$ cat config.mk
export PLATFORM = sky130hd
export DESIGN_NAME = svpwm_div_pipe
export DESIGN_NICKNAME = d
export VERILOG_FILES = /design/src/sv/svpwm_div_pipe.sv
export SDC_FILE = /design/constraint.sdc
export NUM_CORES = 2
export LEC_CHECK = 0
export BUFFER_PORTS_ARGS = -buffer_cell sky130_fd_sc_hd__clkbuf_2
export CAP_MARGIN = 10
export CELL_PAD_IN_SITES_DETAIL_PLACEMENT = 1
export CELL_PAD_IN_SITES_GLOBAL_PLACEMENT = 2
export CORE_MARGIN = 2
export CORE_UTILIZATION = 40
export CTS_CLUSTER_DIAMETER = 120
export DETAILED_ROUTE_END_ITERATION = 12
export GPL_TIMING_DRIVEN = 1
export PLACE_DENSITY_LB_ADDON = 0.1
export SYNTH_ARGS = -nofsm -noshare
export SYNTH_HDL_FRONTEND = slang
export SYNTH_SLANG_ARGS = --single-unit
$ cat constraint.sdc
create_clock -name clk_i -period 3.32 [get_ports clk_i]
set_clock_uncertainty 0.15 [all_clocks]
set_input_delay 0.332 -clock clk_i [delete_from_list [all_inputs] [get_ports clk_i]]
set_output_delay 0.332 -clock clk_i [all_outputs]
set_load 0.01 [all_outputs]
$ cat src/sv/svpwm_div_pipe.sv
// ----------------------------------------------------------------------------
// svpwm_div_pipe
// Pipelined restoring divider: one quotient bit per stage, several lanes
// sharing one divisor, with a sideband that travels with the data.
// ----------------------------------------------------------------------------
module svpwm_div_pipe #(
  parameter int LANES = 3,
  parameter int N_W   = 32,
  parameter int D_W   = 16,
  parameter int Q_W   = 16,
  parameter int S_W   = 1
) (
  input  logic                            clk_i,
  input  logic                            rst_ni,
  input  logic                            en_i,
  input  logic                            valid_i,
  input  logic [LANES-1:0][N_W-1:0]       dividend_i,
  input  logic [D_W-1:0]                  divisor_i,
  input  logic [S_W-1:0]                  side_i,
  output logic                            valid_o,
  output logic [LANES-1:0][Q_W-1:0]       quot_o,
  output logic [LANES-1:0]                ovf_o,
  output logic [S_W-1:0]                  side_o
);

  localparam int CW = ((N_W > D_W + Q_W) ? N_W : D_W + Q_W) + 1;

  logic [Q_W-1:0]                         vld_q;
  logic [Q_W-1:0][D_W-1:0]                den_q;
  logic [Q_W-1:0][S_W-1:0]                side_q;
  logic [Q_W-1:0][LANES-1:0][N_W-1:0]     rem_q;
  logic [Q_W-1:0][LANES-1:0][Q_W-1:0]     quo_q;
  logic [Q_W-1:0][LANES-1:0]              ovf_q;

  // Valid bits move one stage per enabled cycle.
  always_ff @(posedge clk_i or negedge rst_ni) begin
    if (!rst_ni) begin
      vld_q <= '0;
    end else if (en_i) begin
      vld_q <= {vld_q[Q_W-2:0], valid_i};
    end
  end

  for (genvar s = 0; s < Q_W; s++) begin : g_stage
    localparam int SH = Q_W - 1 - s;
    logic [D_W-1:0]                den_in;
    logic [S_W-1:0]                side_in;
    logic [LANES-1:0][N_W-1:0]     rem_in;
    logic [LANES-1:0][N_W-1:0]     rem_d;
    logic [LANES-1:0][Q_W-1:0]     quo_in;
    logic [LANES-1:0][Q_W-1:0]     quo_d;
    logic [LANES-1:0]              ovf_in;

    if (s == 0) begin : g_first
      // The quotient overflows when the dividend reaches divisor * 2^Q_W.
      always_comb begin
        den_in  = divisor_i;
        side_in = side_i;
        rem_in  = dividend_i;
        quo_in  = '0;
        for (int l = 0; l < LANES; l++) begin
          ovf_in[l] = CW'(dividend_i[l]) >= (CW'(divisor_i) << Q_W);
        end
      end
    end else begin : g_next
      always_comb begin
        den_in  = den_q[s-1];
        side_in = side_q[s-1];
        rem_in  = rem_q[s-1];
        quo_in  = quo_q[s-1];
        ovf_in  = ovf_q[s-1];
      end
    end

    // Trial subtraction of the shifted divisor for this quotient bit.
    always_comb begin
      logic [CW-1:0] trial;
      logic          ge;
      trial = CW'(den_in) << SH;
      rem_d = rem_in;
      quo_d = quo_in;
      for (int l = 0; l < LANES; l++) begin
        ge = CW'(rem_in[l]) >= trial;
        if (ge) begin
          rem_d[l] = rem_in[l] - N_W'(trial);
        end
        quo_d[l][SH] = ge;
      end
    end

    always_ff @(posedge clk_i) begin
      if (en_i) begin
        den_q[s]  <= den_in;
        side_q[s] <= side_in;
        rem_q[s]  <= rem_d;
        quo_q[s]  <= quo_d;
        ovf_q[s]  <= ovf_in;
      end
    end
  end

  assign valid_o = vld_q[Q_W-1];
  assign quot_o  = quo_q[Q_W-1];
  assign ovf_o   = ovf_q[Q_W-1];
  assign side_o  = side_q[Q_W-1];

endmodule

# ---- Word level (Yosys, flattened, before mapping)
# Cells that the tools add are included.
dict set report classes {
  addsub 45
  magnitude_cmp 51
  n_mux 45
}
# operator n
set ops {}
lappend ops {{two-way mux 32 bit} 45}
lappend ops {{>= comparator 32 x 16 -> 1 bit} 3}
lappend ops {{>= comparator 32 x 17 -> 1 bit} 3}
lappend ops {{>= comparator 32 x 18 -> 1 bit} 3}
lappend ops {{>= comparator 32 x 19 -> 1 bit} 3}
lappend ops {{>= comparator 32 x 20 -> 1 bit} 3}
lappend ops {{>= comparator 32 x 21 -> 1 bit} 3}
lappend ops {{>= comparator 32 x 22 -> 1 bit} 3}
lappend ops {{>= comparator 32 x 23 -> 1 bit} 3}
lappend ops {{>= comparator 32 x 24 -> 1 bit} 3}
lappend ops {{>= comparator 32 x 25 -> 1 bit} 3}
lappend ops {{>= comparator 32 x 26 -> 1 bit} 3}
lappend ops {{>= comparator 32 x 27 -> 1 bit} 3}
lappend ops {{>= comparator 32 x 28 -> 1 bit} 3}
lappend ops {{>= comparator 32 x 29 -> 1 bit} 3}
lappend ops {{>= comparator 32 x 30 -> 1 bit} 3}
lappend ops {{>= comparator 32 x 31 -> 1 bit} 3}
lappend ops {{>= comparator 32 bit} 3}
lappend ops {{subtractor 32 x 17 -> 32 bit} 3}
lappend ops {{subtractor 32 x 18 -> 32 bit} 3}
lappend ops {{subtractor 32 x 19 -> 32 bit} 3}
lappend ops {{subtractor 32 x 20 -> 32 bit} 3}
lappend ops {{subtractor 32 x 21 -> 32 bit} 3}
lappend ops {{subtractor 32 x 22 -> 32 bit} 3}
lappend ops {{9 further kinds} 27}
dict set report word_totals {
  input_bits 117
  output_inout_bits 53
  elab_cells 282
  ff_bits 2168
}

# ---- Longest topological paths before layout
dict set report logic_depth {
  ltp_word 2
  mapped_depth 14
  depth_no_buf 13
}

# ---- Worst setup path before layout
# No wires, ideal clock.
dict set report synth_timing {
  path_type {in2reg}
  from {in divisor_i[1]}
  to {reg rem_q, in the netlist g_stage[1].rem_in[57], data pin}
  stages 13
  required_ns 2.910
  setup_time_ns 0.260
  path_buffers 2
  arrival_ns 3.164
  slack_ns -0.254
  path_cell_list {inv_1 ha_1 nor2b_1 o31a_1 o41a_1 o41ai_1 o21bai_1 a41o_1 nor2_1 o21a_1 buf_2 buf_2 mux2_2}
}
# item line
set synth_lines {}
lappend synth_lines {{start, declared} 18} ;# input logic [D_W-1:0] divisor_i,
lappend synth_lines {{end signal, assigned by index} 95} ;# rem_q[s] <= rem_d;
lappend synth_lines {{end, declared} 31} ;# logic [Q_W-1:0][LANES-1:0][N_W-1:0] rem_q;

==> impl_results.md <==
* Status: finished with violations
* Failing checks: negative setup slack
* TritonCTS Buffers at 245
* First-pass GRT wire length at between 500000 and 600000 µm
* Sequential cell area at around 65000 µm²
* CP Cell Sequence: ha_2, or4_4, or2_4, or3_4, or3_4, or3_4, a311oi_4, buf_6, inv_4, mux2_4
* Post-Synth Adder-Cell Area at 0.0948
* Commonest cells in the synthesized netlist: edfxtp_1, ha_1, nand2_1
* Worst r2r src: g_stage[9].rem_in[53]
* Flop pwr share at 0.353
* Pin count of the biggest net entering global routing at approximately 100
* Die width at approximately 550 µm
* Final Hold Fails at 0
* Net Sw Frac at 0.346
* Critical path required time at 3.82 ns
* Switch Pwr at 0.0428 W
* Top post-synthesis cells by area: edfxtp_1, ha_1, xnor2_1
* Synth Area in XOR/XNOR at 0.0665
* Synth Instances at 9954
* Worst hold slack at ~0.053 ns
* Skew-Pair Late Insertion Delay at 0.92 ns
* Seq/Total Area, Yosys at 0.555
* Max Root-Sink Buffers at 4
* Worst hold-check path type: input port to register
* Worst hold endpoint: g_stage[1].den_in[10]
* Top FF cell, synth: edfxtp_1
* Crit path largest cell delay at roughly 0.43 ns
* Tcrit/Tclk final at 1.07
* Post-Syn Area at between 100000 and 150000 µm²
* Setup CP Type: register to register
* CTS tree: done
* DP Worst Slack at -0.499 ns
* FP Rows at between 150 and 200
* Final wirelength at 388000 µm
* H-tree Lvls at 4
* Initial antenna violation count at 1
* Max Used Layer: met4
* Synth Area in Simple Gates at 0.119
* Combinational power share at 0.422
* Pwr Density at about 790 nW/µm²
* DR vias at 87600
* Fill count at ~30000
* Worst vdd ir at approximately 0.50 mV
* Compound-Gate Fraction of Synth Area at 0.126
* Fraction of registers with async set/reset at 0.00738
* Drt pass-1 iters at 5
* I/O Buffers at between 150 and 200
* Most common cell in the synthesized netlist: edfxtp_1
* CP Max Fanout at 7
* Die area at 297000 µm²
* Boundary pin count at 170
* Multiplexer share of the synthesized area at 0.0164
* Post-layout util at 0.539
* Share of layout cells above drive strength 1 at 0.305
* Fin worst setup slack at -0.237 ns
* Clock power frac at 0.225
* Worst-Margin Slew at about 0.76 ns
* Core area at a little under 300000 µm²
* Hpwl dp at a little over 300000 µm
* Initial core utilization at 0.402
* Avg Vias per Cell at 5.25
* WL met2 at between 200000 and 250000 µm
* RePlAce Congestion at 0.991
* Net Count, Synth at 10900
* Final setup viols at 81
* Avg Inst Size Synth at 11.8 µm²
* Clock slew at reported path FFs at about 0.06 ns
* Max-slew violations at 0
* Critical path arrival at 4.06 ns
* Clock sink count at 2168
* Final Critical Period at 3.56 ns
* Routed Antenna Nets at 0
* Cell Count, Final, Fillers Out at 16700
* Final nets at approximately 14000
* Synth Warn # at 0
* Total power at 0.124 W
* Slew margin rel. at 0.491
* Cell mode on critical path: or3_4
* Internal reg-to-reg setup slack at -0.24 ns
* Yosys reg bits at 2168
* Dpl cells at about 16000
* Reg2Reg Depth at 10
* Top-area cell type share of the netlist area at 0.552
* Drt initial violations at 3598
* Max Cap Viol at 0
* Largest family of logic cells by synthesized area: compound AO/OA/AOI/OAI gates
* Largest area contributor in the netlist: edfxtp_1
* Hold path depth at 2
* Crit. End Element: register
* Metal-1 WL at roughly 130000 µm
* Post-synth EDFFs at between 2000 and 2500
* Lkg Pwr at slightly above 60 nW
* Peak Freq at 0.281 GHz
* Multi-input logic area at between 50000 and 60000 µm²
* Min-delay src: divisor_i[10]
* P&R area growth vs syn at 34.0%
* RSZ-0062 raised after global routing: true
* GRT overflow at 0
* Synth unique cells at 92
* Die height at 545 µm
* Reg-to-reg endpoint: g_stage[10].rem_in[52]
* CP max-delay cell: or4_4
* Met3 Routed Length at between 7000 and 8000 µm
* Vias in the first global route at about 95000
* Root buffer cell: clkbuf_16
* Cell internal pwr at around 0.081 W
* GR Util All Layers at 0.250
* Worst setup SP type: register
* DR WL/cell at between 20 and 25 µm
* DRC Markers at 0
[how the worst max path moves through the flow]
stage	cells past startpoint	to	slack, ns	startpoint
global route	10	g_stage[10].rem_in[52]	-0.31	g_stage[9].rem_in[53]
finish	10	g_stage[10].rem_in[52]	-0.24	g_stage[9].rem_in[53]
floorplan	10	g_stage[10].rem_in[39]	-0.05	g_stage[9].den_in[15]
global placement	13	g_stage[15].rem_in[30]	-0.46	g_stage[14].den_in[1]
CTS	10	g_stage[10].rem_in[52]	-0.23	g_stage[9].rem_in[53]
detailed placement	13	g_stage[12].rem_in[28]	-0.50	g_stage[11].den_in[3]
[layer usage]
layer | up-vias | global-route usage
met2 | 1302 | 0.499
met4 | 0 | 0.201
li1 | 42600 | -
met3 | 875 | 0.0223
met1 | 42700 | 0.227
met5 | - | 0
[kinds of logic after synthesis]
logic type | after synthesis
muxes | 172
and+or+nand+nor | 2808
DFF | 2168
xor gates and xnor gates | 889
adders and majority gates | 861
AOI/OAI and AO/OA | 2354
buffers and inverters | 702
[power by group through the flow]
stage | logic [W] | clock network (W) | registers [W]
floorplan | 0.0283 | 0 | 0.0419
global placement | 0.0456 | 0 | 0.0437
global route | 0.0573 | 0.0296 | 0.0444
finish | 0.0522 | 0.0279 | 0.0437
detailed placement | 0.0470 | 0 | 0.0439
CTS | 0.0492 | 0.0286 | 0.0435
[registers in the layout, summed over array words and instances (netlist names)]
| name | cells |
|---|---|
| g_stage.rem_in | 1440 |
| g_stage.quo_d | 360 |
| g_stage.den_in | 240 |
| quot_o | 48 |
| g_stage.ovf_in | 45 |
| vld_q | 16 |
| g_stage.side_in | 15 |
| ovf_o | 3 |
| side_o | 1 |
[area by class of cell]
type | count | area share
clock buffer | 281 | 0.0402
antenna | 3 | 0.0000478
clock inverter | 170 | 0.0125
timing repair buffer | 2544 | 0.138
inverter | 523 | 0.0129
sequential | 2168 | 0.414
tap | 3900 | 0.0311
multi-input combinational | 7084 | 0.351
[per-stage QoR]
stage          cell area (µm²)  setup TNS [ns]
3_5_place_dp            138000          -97.19
3_3_place_gp            138000          -69.65
5_1_grt                 157000          -24.87
6_report                157000           -6.38
2_1_floorplan           117000         -0.0987
4_1_cts                 152000           -5.45
[placed cells by master, fill, tap and decap left out, types with 67 or more instances in the layout]
| master | n |
|---|---|
| nand2_1 | 762 |
| buf_6 | 96 |
| ha_1 | 733 |
| buf_4 | 1931 |
| a21oi_2 | 75 |
| o21bai_1 | 67 |
| nor4_1 | 104 |
| nor3_1 | 181 |
| xor2_1 | 433 |
| nand2b_1 | 114 |
| o21ai_1 | 69 |
| nor2_1 | 589 |
| clkbuf_2 | 168 |
| a21o_1 | 295 |
| dlygate4sd3_1 | 172 |
| buf_12 | 139 |
| a21oi_1 | 547 |
| nor2b_1 | 106 |
| edfxtp_1 | 2152 |
| xnor2_1 | 430 |
| nand3_1 | 147 |
| inv_2 | 91 |
| mux2_2 | 137 |
| inv_1 | 409 |
| nand4_1 | 116 |
| or3_1 | 89 |
| o21a_1 | 112 |
| clkbuf_16 | 260 |
| o21ai_0 | 550 |
[critical path, delay by kind of cell, from the launching register on]
family          cells  cell delay [ns]
simple gates        5             1.71
buf+inv             2             0.27
flops               1             0.40
fa+ha+maj           1             0.21
compound gates      1             0.29
mux                 1             0.28
[what timing repair did]
item                                    CTS  global route
hold buffers                            172             0
buffers inserted                        113           193
hold endpoints to repair                233             0
cloned                                   15            15
endpoints found under the setup margin  670           743
gates resized for setup                 579           875
pin swaps                               171           370
(Power assumes the default switching activity.)
